### src/rtl/core/fjip_pkg.sv
// ---------------------------------------------------------------------------
// fjip_pkg
// Shared types, event codes and key tables for the floppy image text parser.
// ---------------------------------------------------------------------------
package fjip_pkg;

    // Fill bound for the data word index
    localparam int MAX_SECTOR_WORDS = 4096;
    localparam int WORD_CAP_INT     = (MAX_SECTOR_WORDS - 1 > 4095) ? 4095
                                                                    : MAX_SECTOR_WORDS - 1;
    localparam logic [11:0] WORD_CAP = WORD_CAP_INT[11:0];

    // Event codes
    localparam logic [2:0] EV_SECTOR_ID = 3'd0;
    localparam logic [2:0] EV_LENGTH    = 3'd1;
    localparam logic [2:0] EV_PATTERN   = 3'd2;
    localparam logic [2:0] EV_DATA_WORD = 3'd3;
    localparam logic [2:0] EV_SECT_DONE = 3'd4;
    localparam logic [2:0] EV_SIDE_DONE = 3'd5;
    localparam logic [2:0] EV_FINISHED  = 3'd6;
    localparam logic [2:0] EV_ERROR     = 3'd7;

    // Characters of the syntax
    localparam logic [7:0] CH_LBRACK = 8'h5B;
    localparam logic [7:0] CH_RBRACK = 8'h5D;
    localparam logic [7:0] CH_LBRACE = 8'h7B;
    localparam logic [7:0] CH_RBRACE = 8'h7D;
    localparam logic [7:0] CH_QUOTE  = 8'h22;
    localparam logic [7:0] CH_COLON  = 8'h3A;
    localparam logic [7:0] CH_COMMA  = 8'h2C;
    localparam logic [7:0] CH_MINUS  = 8'h2D;
    localparam logic [7:0] CH_PLUS   = 8'h2B;
    localparam logic [7:0] CH_SPACE  = 8'h20;
    localparam logic [7:0] CH_ZERO   = 8'h30;
    localparam logic [7:0] CH_NINE   = 8'h39;
    localparam logic [7:0] CH_TAB    = 8'h09;
    localparam logic [7:0] CH_CR     = 8'h0D;

    // Key candidate masks
    localparam logic [3:0] KEY_ALL  = 4'hF;
    localparam logic [3:0] KEY_DATA = 4'h8;

    // Number flag bits
    localparam int FL_NEG     = 0;
    localparam int FL_STARTED = 1;
    localparam int FL_STOP    = 2;
    localparam int FL_TOKEN   = 3;

    typedef struct packed {
        logic [7:0] char_byte;
        logic       end_of_input;
    } in_item_t;

    typedef struct packed {
        logic [2:0]  event_kind;
        logic [7:0]  track_num;
        logic [7:0]  side_num;
        logic [7:0]  sector_slot;
        logic [31:0] value_word;
        logic [11:0] word_position;
        logic        last_of_run;
    } out_item_t;

    // Key spelling: sector, length, pattern, data
    function automatic logic [7:0] key_char(input logic [1:0] k, input logic [2:0] pos);
        logic [55:0] txt;
        case (k)
            2'd0:    txt = 56'h73_65_63_74_6F_72_00; // sector
            2'd1:    txt = 56'h6C_65_6E_67_74_68_00; // length
            2'd2:    txt = 56'h70_61_74_74_65_72_6E; // pattern
            default: txt = 56'h64_61_74_61_00_00_00; // data
        endcase
        case (pos)
            3'd0:    key_char = txt[55:48];
            3'd1:    key_char = txt[47:40];
            3'd2:    key_char = txt[39:32];
            3'd3:    key_char = txt[31:24];
            3'd4:    key_char = txt[23:16];
            3'd5:    key_char = txt[15:8];
            3'd6:    key_char = txt[7:0];
            default: key_char = 8'h00;
        endcase
    endfunction

    function automatic logic [5:0] key_len(input logic [1:0] k);
        case (k)
            2'd0:    key_len = 6'd6;
            2'd1:    key_len = 6'd6;
            2'd2:    key_len = 6'd7;
            default: key_len = 6'd4;
        endcase
    endfunction

    function automatic out_item_t make_ev(
        input logic [2:0]  kind,
        input logic [7:0]  trk,
        input logic [7:0]  sd,
        input logic [7:0]  slot,
        input logic [31:0] value,
        input logic [11:0] wpos
    );
        out_item_t r;
        r.event_kind    = kind;
        r.track_num     = trk;
        r.side_num      = sd;
        r.sector_slot   = slot;
        r.value_word    = value;
        r.word_position = wpos;
        r.last_of_run   = 1'b0;
        make_ev = r;
    endfunction

endpackage

### src/rtl/core/floppy_json_image_parser.sv
// ---------------------------------------------------------------------------
// floppy_json_image_parser
// Streaming parser for a floppy image JSON text: tracks nesting, sector keys and
// decimal values, and reports one event per known value, word, boundary or error.
// ---------------------------------------------------------------------------
//
//  Channel   Ports                          Direction  Carries
//  s_        s_valid s_ready s_payload      in         one text byte or end mark
//  m_        m_valid m_ready m_payload      out        one parse event
//
//  A byte is registered in the input stage at its transfer and parsed there
//  once the queue has room; its events are then registered into the queue.
//  One byte per cycle is sustained while m_ready is high and each byte
//  yields at most one event; the four-entry event queue drains one event
//  per cycle while m_ready is high, and two or three events of one byte
//  hold s_ready low until at most one is queued. s_ready depends only on
//  registered state, never on m_ready. aresetn (synchronous, active low)
//  clears the parse state and empties the input stage and the event queue.
//
module floppy_json_image_parser (
    input  logic               aclk,
    input  logic               aresetn,
    input  logic               s_valid,
    output logic               s_ready,
    input  fjip_pkg::in_item_t  s_payload,
    output logic               m_valid,
    input  logic               m_ready,
    output fjip_pkg::out_item_t m_payload
);
    import fjip_pkg::*;

    // Parse phases
    localparam logic [3:0] PH_LEVEL    = 4'd0;
    localparam logic [3:0] PH_OBJ      = 4'd1;
    localparam logic [3:0] PH_KEY_OPEN = 4'd2;
    localparam logic [3:0] PH_KEY      = 4'd3;
    localparam logic [3:0] PH_COLON    = 4'd4;
    localparam logic [3:0] PH_VALUE    = 4'd5;
    localparam logic [3:0] PH_BRACKET  = 4'd6;
    localparam logic [3:0] PH_SECT_END = 4'd7;
    localparam logic [3:0] PH_SIDE_END = 4'd8;
    localparam logic [3:0] PH_TRK_END  = 4'd9;
    localparam logic [3:0] PH_DONE     = 4'd10;

    localparam int QDEPTH = 4;

    // Input stage
    logic     in_valid_reg;
    in_item_t in_data_reg;

    // Parse state
    logic [3:0]  phase_reg,  phase_next;
    logic [1:0]  nest_reg,   nest_next;
    logic [7:0]  track_reg,  track_next;
    logic [7:0]  side_reg,   side_next;
    logic [7:0]  slot_reg,   slot_next;
    logic [3:0]  cand_reg,   cand_next;
    logic [5:0]  kpos_reg,   kpos_next;
    logic [31:0] accum_reg,  accum_next;
    logic [3:0]  flags_reg,  flags_next;
    logic [11:0] wcnt_reg,   wcnt_next;

    // Events of the byte in the input stage
    out_item_t   res_arr [0:2];
    logic [1:0]  res_n;

    // Event queue: entry 0 drives m_
    out_item_t   q_reg  [0:QDEPTH-1];
    out_item_t   q_next [0:QDEPTH-1];
    logic [2:0]  q_cnt_reg, q_cnt_next;
    logic [2:0]  q_base;

    logic        adv;
    logic        pop;
    logic [7:0]  c;
    logic [31:0] num_val;
    logic [35:0] fed;
    logic [3:0]  match;

    // Room for three events once at most one is queued
    assign adv     = in_valid_reg && (q_cnt_reg <= 3'd1);
    assign s_ready = !in_valid_reg || (q_cnt_reg <= 3'd1);
    assign pop     = m_valid && m_ready;

    assign m_valid   = (q_cnt_reg != 3'd0);
    assign m_payload = q_reg[0];

    assign c       = in_data_reg.char_byte;
    assign num_val = flags_reg[FL_NEG] ? (32'd0 - accum_reg) : accum_reg;

    // One character of a decimal value: returns {flags, accum}
    function automatic logic [35:0] num_feed(
        input logic [7:0]  ch,
        input logic [31:0] acc,
        input logic [3:0]  fl
    );
        logic [31:0] a;
        logic [3:0]  f;
        logic        digit;
        a     = acc;
        f     = fl;
        digit = (ch >= CH_ZERO) && (ch <= CH_NINE);
        f[FL_TOKEN] = 1'b1;
        if (!f[FL_STOP]) begin
            if (!f[FL_STARTED]) begin
                if (ch == CH_SPACE || (ch >= CH_TAB && ch <= CH_CR)) begin
                    // skip leading whitespace
                end else if (ch == CH_MINUS) begin
                    f[FL_NEG]     = 1'b1;
                    f[FL_STARTED] = 1'b1;
                end else if (ch == CH_PLUS) begin
                    f[FL_STARTED] = 1'b1;
                end else if (digit) begin
                    a             = {28'd0, ch[3:0]};
                    f[FL_STARTED] = 1'b1;
                end else begin
                    f[FL_STOP] = 1'b1;
                end
            end else if (digit) begin
                a = (acc << 3) + (acc << 1) + {28'd0, ch[3:0]};
            end else begin
                f[FL_STOP] = 1'b1;
            end
        end
        num_feed = {f, a};
    endfunction

    assign fed = num_feed(c, accum_reg, flags_reg);

    // Key resolution at the closing quote; a later key wins as in the table order
    always_comb begin
        match = 4'd0;
        for (int k = 0; k < 4; k++) begin
            if (cand_reg[k] && (kpos_reg == key_len(k[1:0]))) begin
                match = 4'd1 << k;
            end
        end
    end

    // Parse one byte
    always_comb begin
        phase_next = phase_reg;
        nest_next  = nest_reg;
        track_next = track_reg;
        side_next  = side_reg;
        slot_next  = slot_reg;
        cand_next  = cand_reg;
        kpos_next  = kpos_reg;
        accum_next = accum_reg;
        flags_next = flags_reg;
        wcnt_next  = wcnt_reg;
        res_n      = 2'd0;
        for (int i = 0; i < 3; i++) begin
            res_arr[i] = '0;
        end

        if (phase_reg < PH_DONE) begin
            if (in_data_reg.end_of_input) begin
                res_arr[res_n] = make_ev(EV_FINISHED, track_reg, side_reg, slot_reg,
                                         32'd0, 12'd0);
                res_n      = res_n + 2'd1;
                phase_next = PH_DONE;
            end else begin
                unique case (phase_reg) inside
                    PH_LEVEL: begin
                        slot_next = 8'd0;
                        if (c != CH_LBRACK) begin
                            res_arr[0] = make_ev(EV_ERROR, track_reg, side_reg, 8'd0,
                                                 {24'd0, c}, 12'd0);
                            res_arr[1] = make_ev(EV_FINISHED, track_reg, side_reg, 8'd0,
                                                 32'd0, 12'd0);
                            res_n      = 2'd2;
                            phase_next = PH_DONE;
                        end else begin
                            nest_next = nest_reg + 2'd1;
                            if (nest_next == 2'd3) begin
                                phase_next = PH_OBJ;
                            end
                        end
                    end
                    PH_OBJ, PH_KEY_OPEN, PH_COLON: begin
                        if ((phase_reg == PH_OBJ && c != CH_LBRACE) ||
                            (phase_reg == PH_KEY_OPEN && c != CH_QUOTE) ||
                            (phase_reg == PH_COLON && c != CH_COLON)) begin
                            res_arr[0] = make_ev(EV_ERROR, track_reg, side_reg, slot_reg,
                                                 {24'd0, c}, 12'd0);
                            res_arr[1] = make_ev(EV_FINISHED, track_reg, side_reg, slot_reg,
                                                 32'd0, 12'd0);
                            res_n      = 2'd2;
                            phase_next = PH_DONE;
                        end else if (phase_reg == PH_OBJ) begin
                            phase_next = PH_KEY_OPEN;
                        end else if (phase_reg == PH_KEY_OPEN) begin
                            cand_next  = KEY_ALL;
                            kpos_next  = 6'd0;
                            phase_next = PH_KEY;
                        end else begin
                            accum_next = 32'd0;
                            flags_next = 4'd0;
                            wcnt_next  = 12'd0;
                            phase_next = PH_VALUE;
                        end
                    end
                    PH_KEY: begin
                        if (c == CH_QUOTE) begin
                            cand_next  = match;
                            phase_next = PH_COLON;
                        end else begin
                            for (int k = 0; k < 4; k++) begin
                                if ((kpos_reg >= key_len(k[1:0])) ||
                                    (key_char(k[1:0], kpos_reg[2:0]) != c)) begin
                                    cand_next[k] = 1'b0;
                                end
                            end
                            if (kpos_reg != 6'd63) begin
                                kpos_next = kpos_reg + 6'd1;
                            end
                        end
                    end
                    PH_VALUE: begin
                        if (c == CH_COMMA || c == CH_RBRACE) begin
                            // close the value; only a known key yields an event
                            if (cand_reg == KEY_DATA) begin
                                if (flags_reg[FL_TOKEN]) begin
                                    res_arr[0] = make_ev(EV_DATA_WORD, track_reg, side_reg,
                                                         slot_reg, num_val, wcnt_reg);
                                    res_n      = 2'd1;
                                    if (wcnt_reg < WORD_CAP) begin
                                        wcnt_next = wcnt_reg + 12'd1;
                                    end
                                end
                            end else if (cand_reg == 4'd1 || cand_reg == 4'd2 ||
                                         cand_reg == 4'd4) begin
                                res_arr[0] = make_ev((cand_reg == 4'd1) ? EV_SECTOR_ID :
                                                     (cand_reg == 4'd2) ? EV_LENGTH :
                                                     EV_PATTERN,
                                                     track_reg, side_reg, slot_reg,
                                                     num_val, 12'd0);
                                res_n      = 2'd1;
                            end
                            phase_next = (c == CH_RBRACE) ? PH_SECT_END : PH_KEY_OPEN;
                        end else if (c == CH_LBRACK) begin
                            phase_next = PH_BRACKET;
                        end else begin
                            flags_next = fed[35:32];
                            accum_next = fed[31:0];
                        end
                    end
                    PH_BRACKET: begin
                        if (c == CH_RBRACK) begin
                            phase_next = PH_VALUE;
                        end else if (c == CH_COMMA && cand_reg == KEY_DATA) begin
                            res_arr[0] = make_ev(EV_DATA_WORD, track_reg, side_reg, slot_reg,
                                                 num_val, wcnt_reg);
                            res_n      = 2'd1;
                            if (wcnt_reg < WORD_CAP) begin
                                wcnt_next = wcnt_reg + 12'd1;
                            end
                            accum_next = 32'd0;
                            flags_next = 4'd0;
                        end else begin
                            flags_next = fed[35:32];
                            accum_next = fed[31:0];
                        end
                    end
                    PH_SECT_END: begin
                        res_arr[0] = make_ev(EV_SECT_DONE, track_reg, side_reg, slot_reg,
                                             32'd0, 12'd0);
                        res_n      = 2'd1;
                        if (c == CH_COMMA) begin
                            slot_next  = slot_reg + 8'd1;
                            phase_next = PH_OBJ;
                        end else if (c == CH_RBRACK) begin
                            nest_next = nest_reg - 2'd1;
                            if (nest_next == 2'd0) begin
                                res_arr[1] = make_ev(EV_FINISHED, track_reg, side_reg,
                                                     slot_reg, 32'd0, 12'd0);
                                res_n      = 2'd2;
                                phase_next = PH_DONE;
                            end else begin
                                phase_next = PH_SIDE_END;
                            end
                        end else begin
                            res_arr[1] = make_ev(EV_ERROR, track_reg, side_reg, slot_reg,
                                                 {24'd0, c}, 12'd0);
                            res_arr[2] = make_ev(EV_FINISHED, track_reg, side_reg, slot_reg,
                                                 32'd0, 12'd0);
                            res_n      = 2'd3;
                            phase_next = PH_DONE;
                        end
                    end
                    PH_SIDE_END: begin
                        res_arr[0] = make_ev(EV_SIDE_DONE, track_reg, side_reg, slot_reg,
                                             {24'd0, slot_reg} + 32'd1, 12'd0);
                        res_n      = 2'd1;
                        side_next  = side_reg + 8'd1;
                        if (c == CH_COMMA) begin
                            phase_next = PH_LEVEL;
                        end else if (c == CH_RBRACK) begin
                            nest_next = nest_reg - 2'd1;
                            if (nest_next == 2'd0) begin
                                res_arr[1] = make_ev(EV_FINISHED, track_reg, side_next,
                                                     slot_reg, 32'd0, 12'd0);
                                res_n      = 2'd2;
                                phase_next = PH_DONE;
                            end else begin
                                phase_next = PH_TRK_END;
                            end
                        end else begin
                            res_arr[1] = make_ev(EV_ERROR, track_reg, side_reg, slot_reg,
                                                 {24'd0, c}, 12'd0);
                            res_arr[2] = make_ev(EV_FINISHED, track_reg, side_next,
                                                 slot_reg, 32'd0, 12'd0);
                            res_n      = 2'd3;
                            phase_next = PH_DONE;
                        end
                    end
                    default: begin
                        // track end: the byte after a track's closing bracket
                        track_next = track_reg + 8'd1;
                        if (c == CH_COMMA) begin
                            side_next  = 8'd0;
                            phase_next = PH_LEVEL;
                        end else if (c == CH_RBRACK) begin
                            nest_next  = nest_reg - 2'd1;
                            res_arr[0] = make_ev(EV_FINISHED, track_next, side_reg,
                                                 slot_reg, 32'd0, 12'd0);
                            res_n      = 2'd1;
                            phase_next = PH_DONE;
                        end else begin
                            res_arr[0] = make_ev(EV_ERROR, track_reg, side_reg, slot_reg,
                                                 {24'd0, c}, 12'd0);
                            res_arr[1] = make_ev(EV_FINISHED, track_next, side_reg,
                                                 slot_reg, 32'd0, 12'd0);
                            res_n      = 2'd2;
                            phase_next = PH_DONE;
                        end
                    end
                endcase
            end
        end

        // mark the final event of this byte
        for (int i = 0; i < 3; i++) begin
            res_arr[i].last_of_run = (i[1:0] == res_n - 2'd1) && (res_n != 2'd0);
        end
    end

    // Queue: shift out on transfer, append this byte's events behind what stays
    assign q_base = q_cnt_reg - {2'd0, pop};

    always_comb begin
        for (int i = 0; i < QDEPTH; i++) begin
            if (pop && i < QDEPTH - 1) begin
                q_next[i] = q_reg[i + 1];
            end else begin
                q_next[i] = q_reg[i];
            end
            for (int j = 0; j < 3; j++) begin
                if (adv && (j[1:0] < res_n) && (q_base + j[2:0] == i[2:0])) begin
                    q_next[i] = res_arr[j];
                end
            end
        end
        q_cnt_next = q_base + (adv ? {1'b0, res_n} : 3'd0);
    end

    always_ff @(posedge aclk) begin
        if (!aresetn) begin
            in_valid_reg <= 1'b0;
            q_cnt_reg    <= 3'd0;
            phase_reg    <= PH_LEVEL;
            nest_reg     <= 2'd0;
            track_reg    <= 8'd0;
            side_reg     <= 8'd0;
            slot_reg     <= 8'd0;
            cand_reg     <= KEY_ALL;
            kpos_reg     <= 6'd0;
            accum_reg    <= 32'd0;
            flags_reg    <= 4'd0;
            wcnt_reg     <= 12'd0;
        end else begin
            // hold the input stage until the queue has room
            if (s_ready) begin
                in_valid_reg <= s_valid;
            end
            q_cnt_reg <= q_cnt_next;
            if (adv) begin
                phase_reg <= phase_next;
                nest_reg  <= nest_next;
                track_reg <= track_next;
                side_reg  <= side_next;
                slot_reg  <= slot_next;
                cand_reg  <= cand_next;
                kpos_reg  <= kpos_next;
                accum_reg <= accum_next;
                flags_reg <= flags_next;
                wcnt_reg  <= wcnt_next;
            end
        end
    end

    always_ff @(posedge aclk) begin
        if (s_ready && s_valid) begin
            in_data_reg <= s_payload;
        end
        for (int i = 0; i < QDEPTH; i++) begin
            q_reg[i] <= q_next[i];
        end
    end

`ifndef SYNTH
    a_queue_bound: assert property (@(posedge aclk) disable iff (!aresetn)
        q_cnt_reg <= 3'd4)
        else $error("event queue overflow");

    a_silent_after_done: assert property (@(posedge aclk) disable iff (!aresetn)
        (in_valid_reg && phase_reg >= PH_DONE) |-> (res_n == 2'd0))
        else $error("event after the parse finished");

    a_last_marked: assert property (@(posedge aclk) disable iff (!aresetn)
        (adv && res_n != 2'd0) |-> res_arr[res_n - 2'd1].last_of_run)
        else $error("final event of a byte not marked");

    a_finish_stops: assert property (@(posedge aclk) disable iff (!aresetn)
        (adv && res_n != 2'd0 && res_arr[res_n - 2'd1].event_kind == EV_FINISHED)
        |=> (phase_reg == PH_DONE))
        else $error("finished event without stopping the parse");

    a_reset_empty: assert property (@(posedge aclk)
        !aresetn |=> (!m_valid && !in_valid_reg))
        else $error("queue not empty after reset");
`endif

endmodule
### config.mk
export PLATFORM = sky130hd
export DESIGN_NAME = floppy_json_image_parser
export DESIGN_NICKNAME = d
export VERILOG_FILES = /design/src/rtl/core/fjip_pkg.sv /design/src/rtl/core/floppy_json_image_parser.sv
export SDC_FILE = /design/constraint.sdc
export NUM_CORES = 1
export LEC_CHECK = 0
export BUFFER_PORTS_ARGS = -buffer_cell sky130_fd_sc_hd__buf_2
export CAP_MARGIN = 20
export CORE_UTILIZATION = 40
export DETAILED_ROUTE_END_ITERATION = 8
export PLACE_DENSITY_LB_ADDON = 0.15
export SYNTH_ARGS = -nofsm -noshare
export SYNTH_HDL_FRONTEND = slang
export SYNTH_SLANG_ARGS = --single-unit
### constraint.sdc
create_clock -name aclk -period 6.1 [get_ports aclk]
set_clock_uncertainty 0.2 [all_clocks]
set_input_delay 0.305 -clock aclk [delete_from_list [all_inputs] [get_ports aclk]]
set_output_delay 0.305 -clock aclk [all_outputs]
set_load 0.05 [all_outputs]
### Word-level counts from Yosys, hierarchy flattened

Memories as Yosys holds them, arrays and structs flattened.
Cells that the tools add are included.

* $add $sub $neg: 16
* magnitude comparators: 13
* equal/unequal tests: 74
* muxes and demuxes: 182
* bitwise gates (word level): 4
* reductions and logical operators: 77

Operators with widths (count)
* $mux W72: 25
* $mux W144: 6
* $pmux W72 S7: 1
* $mux W32: 15
* $pmux W72 S5: 1
* $mux W71: 4
* $mux W216: 1
* $mux W8: 18
* $pmux W72 S2: 1
* $pmux W7 S6: 3
* $mux W12: 9
* $mux W6: 17
* $mux W4: 25
* $pmux W32 S3: 1
* $mux W70: 1
* $mux W2: 21
* $eq A8 B6 Y1 const B: 5
* $pmux W12 S3: 1
* $add A32 B32 Y32: 1
* $add A32 B4 Y32: 1
* $ne A8 B8 Y1: 4
* $pmux W8 S2: 2
* $reduce_and A8 Y1: 4
* $sub A1 B32 Y32 const A: 1
* 70 further kinds: 198

* register bits after elaboration: 101
* bits in writable memories: 288
* bits of input ports: 13
* output and inout port bits: 74
* logic and storage cells: 384
* memories: 1

Memory list
* q_reg: depth 4, bits a word 72, read ports 4, clocked after Yosys merged registers in 0, wr ports 4, RTL line floppy_json_image_parser.sv:68 `out_item_t q_reg [0:QDEPTH-1];`

### Longest topological paths before layout

* word-level depth: 15
* mapped depth: 19
* depth with buffers taken out: 15

### Least setup slack after synthesis

OpenSTA, ideal clock, no wires.

* path type: reg-to-reg
* start point: reg q_cnt_reg[2] (netlist name)
* end point: mem q_reg[3][0] (netlist name), enable pin
* library setup time: 516 ps
* arrival time: 4408 ps
* required time: 5384 ps
* setup slack: 977 ps
* stages on the path, launching flop included: 18
* path buffers: 4
* clock period less this slack: 5123 ps
* path through: dfxtp_1 -> nor2_1 -> nand2_1 -> nand2_1 -> clkinv_1 -> clkbuf_1 -> clkbuf_1 -> ha_1 -> ha_1 -> xor2_1 -> inv_1 -> ha_1 -> nand3_1 -> nor2_1 -> o21ai_1 -> clkbuf_1 -> clkbuf_1 -> nand3_1

RTL lines (RTL line)
* to (decl): floppy_json_image_parser.sv:68

==> results_dict.tcl <==
set metrics [dict create \
    grt_pass1_vias 20300 \
    largest_reg_flops 288 \
    wl_per_cell_microns 21.8 \
    path_max_fanout 37 \
    slowest_stage "xor2_1" \
    path_buf_inv 4 \
    finalSetupViolations 0 \
    syn2layout_area_growth_pct 11.9 \
    slew_headroom_pct 17.8 \
    track_usage_pct 25.4 \
    cts_buffers 46 \
    gp_congestion 0.941 \
    clock-sinks 389 \
    worst_ep_arrival_time_ps 5790 \
    tightest_slew_ps 1220 \
    overflow 0 \
    place.detailed.hpwl_mm 56.5 \
    fin_area_sq_mm 0.0264 \
    cp-end-kind "flop" \
    clock_latency_ps 580 \
    required_ps 6230 \
    num_rows 88 \
    placedCellCount 3459 \
    reg2reg_from "q_cnt_reg[1]" \
    synth_edf_count 117 \
    cpPeakStageDelay_ps 510 \
    cts_tree "done" \
    slew_violations 0 \
    layout.cells.non_filler 3558 \
    start_util_pct 40.7 \
    syn-num-nets 2862 \
    rsz0062_at_grt "no" \
    die_area_sq_mm 0.0601 \
    via_per_inst 6.02 \
    power_density_mw_per_mm2 411 \
    seq_area_sq_mm 0.00896 \
    synth_cells 2770 \
    synth_area_leaders "dfxtp_1 (23%), edfxtp_1 (15%), mux2i_1 (5.1%)" \
    core_area_sq_mm 0.0580 \
    place_area_sq_mm 0.0247 \
    die_h_microns 245 \
    cts_root_buf "clkbuf_16" \
    htree_levels 2 \
    portBuffers 86 \
    multi_input_area_sq_mm 0.0137 \
    drc 0 \
    grt_max_degree 70 \
    leakagePower_nw 10.5 \
    whs_ps 179 \
    ant_nets 0 \
    drv_cap 0 \
    path_cells "nor2_1 -> nand2_1 -> nand2_4 -> clkinv_2 -> ha_1 -> ha_1 -> xor2_1 -> inv_1 -> ha_1 -> and3_1 -> and2_1 -> o21ai_0 -> buf_4 -> nand2_1 -> buf_4 -> nor2_1 -> a22o_1" \
    ys_seq_area_share_pct 37.9 \
    hold_viol_final 0 \
    vdd.ir_drop.worst_mv 0.444 \
    synth_cell_types 97 \
    final_nets 2849 \
    drive_above_1_share_pct 10.3 \
    yosysTopAreaCell "dfxtp_1" \
    async_flop_share_pct 0 \
    critPathTopFamily "simple AND/OR/NAND/NOR gates" \
    antenna_found_initial 0 \
    num_antenna_cells 0 \
    finalCritPeriodShare_pct 92.8 \
    crit_top_cell "ha_1" \
    status "complete, no violations" \
    startpoint_type "flop" \
    utilization_pct 45.6 \
    drtIter0Drc 2307 \
    tns_ps 0 \
    die_width_microns 245 \
    yosysTopAreaCellShare_pct 23.0 \
    vias 21400 \
    clkTransAtPathRegs_ps 60 \
    path_class "reg -> reg" \
    synth.ff_latch_count 389 \
    synth_ff_type "dfxtp_1" \
    hold_start "m_ready" \
    cp-startpoint "q_cnt_reg[1]" \
    clk_path_buf_depth 3 \
    max_freq_mhz 177 \
    netlist_area_sq_mm 0.0236 \
    hold_class "in -> reg" \
    fill_cells 5579 \
    ios 87 \
    yosysWarnings 0 \
    routed_wl_mm 77.7 \
    drt_pre_antenna_iters 6 \
    syn_area_per_cell_sq_um 8.53 \
    timing.final.crit_period_ps 5660 \
    grt_pass1_wl_mm 121 \
]
[power by group]
group          switching (mW)  internal [mW]
clock                    1.14           1.82
sequential              0.336           3.51
combinational            2.76           1.31
total                    4.23           6.64
[worst paths after layout]
path / endpoint / slack, ps / cells after the start
max: q_reg[2][49] / 440 / 17
min: q_reg[0][16] / 180 / 4
max reg2reg: q_reg[2][49] / 440 / 17
min reg2reg: q_reg[3][9] / 260 / 2
[cells in the mapped netlist, types with 27 or more instances]
| cell | n |
|---|---|
| a311oi_1 | 27 |
| and3_1 | 65 |
| dfxtp_1 | 272 |
| xor2_1 | 56 |
| nor3_1 | 59 |
| clkbuf_1 | 148 |
| o21ai_0 | 85 |
| a21oi_1 | 175 |
| and2_1 | 46 |
| buf_2 | 56 |
| nand3_1 | 81 |
| a211oi_1 | 145 |
| mux2i_1 | 121 |
| ha_1 | 76 |
| a21o_1 | 38 |
| edfxtp_1 | 117 |
| nor2_1 | 284 |
| inv_1 | 40 |
| xnor2_1 | 49 |
| nand2_1 | 320 |
[area by class of cell]
type	count	area share, %
clock inverters	19	1.13
flip-flops and latches	389	33.9
clock buffers	65	5.04
repair buffers	162	3.89
well taps	765	3.62
multi-input cells	2115	51.8
inverters	42	0.615
repair inverters	1	0.0284
[worst min-delay path, stage by stage]
cell and delay [ps]:
buf_2 200, and3_1 200, mux2i_1 130, o21bai_1 70
[placed cells by master (no fill, tap or decap), drive strengths merged, types with 15 or more instances in the layout]
| master | n |
|---|---|
| edfxtp | 117 |
| buf | 151 |
| xor2 | 56 |
| a311oi | 27 |
| nand3 | 81 |
| or3 | 15 |
| nor3 | 63 |
| dfxtp | 272 |
| a221oi | 26 |
| inv | 41 |
| a31oi | 23 |
| o211ai | 21 |
| nor2 | 288 |
| a2111oi | 26 |
| ha | 76 |
| xnor2 | 49 |
| o31ai | 16 |
| clkbuf | 65 |
| nand2b | 16 |
| o21ai | 96 |
| a211oi | 146 |
| a21o | 38 |
| nand4 | 17 |
| o22ai | 25 |
| nand2 | 320 |
| and2 | 46 |
| a22oi | 25 |
| nor4 | 25 |
| and3 | 65 |
| a22o | 26 |
| a21oi | 177 |
| mux2i | 121 |
[stage by stage]
step | power, mW | worst slack (ps)
after CTS | 10.9 | 311
after floorplan | 6.83 | 977
after detailed placement | 7.90 | 323
after global placement | 7.83 | 558
final | 10.9 | 441
after global routing | 11.4 | 88.9
[per-layer routing]
metal  part of all wire [%]  global-route usage, %
met4                    2.0                   6.34
met5                      0                      0
met3                    8.1                   5.02
met2                     42                   37.0
met1                     48                   37.9
[kinds of logic after synthesis]
| family | synth area share [%] |
|---|---|
| AOI/OAI and AO/OA | 23.5 |
| xor gates and xnor gates | 3.89 |
| adders and majority gates | 4.28 |
| buffers and inverters | 4.60 |
| DFF | 37.9 |
| muxes | 5.27 |
| and+or+nand+nor | 20.6 |
[timing repair]
item	4_1_cts	5_1_grt
endpoints found under the hold margin	14	0
hold buffers	11	0
gates resized for setup	0	4
endpoints found under the setup margin	0	27
setup buffers	0	1
Power figures use the tool's default switching activity.
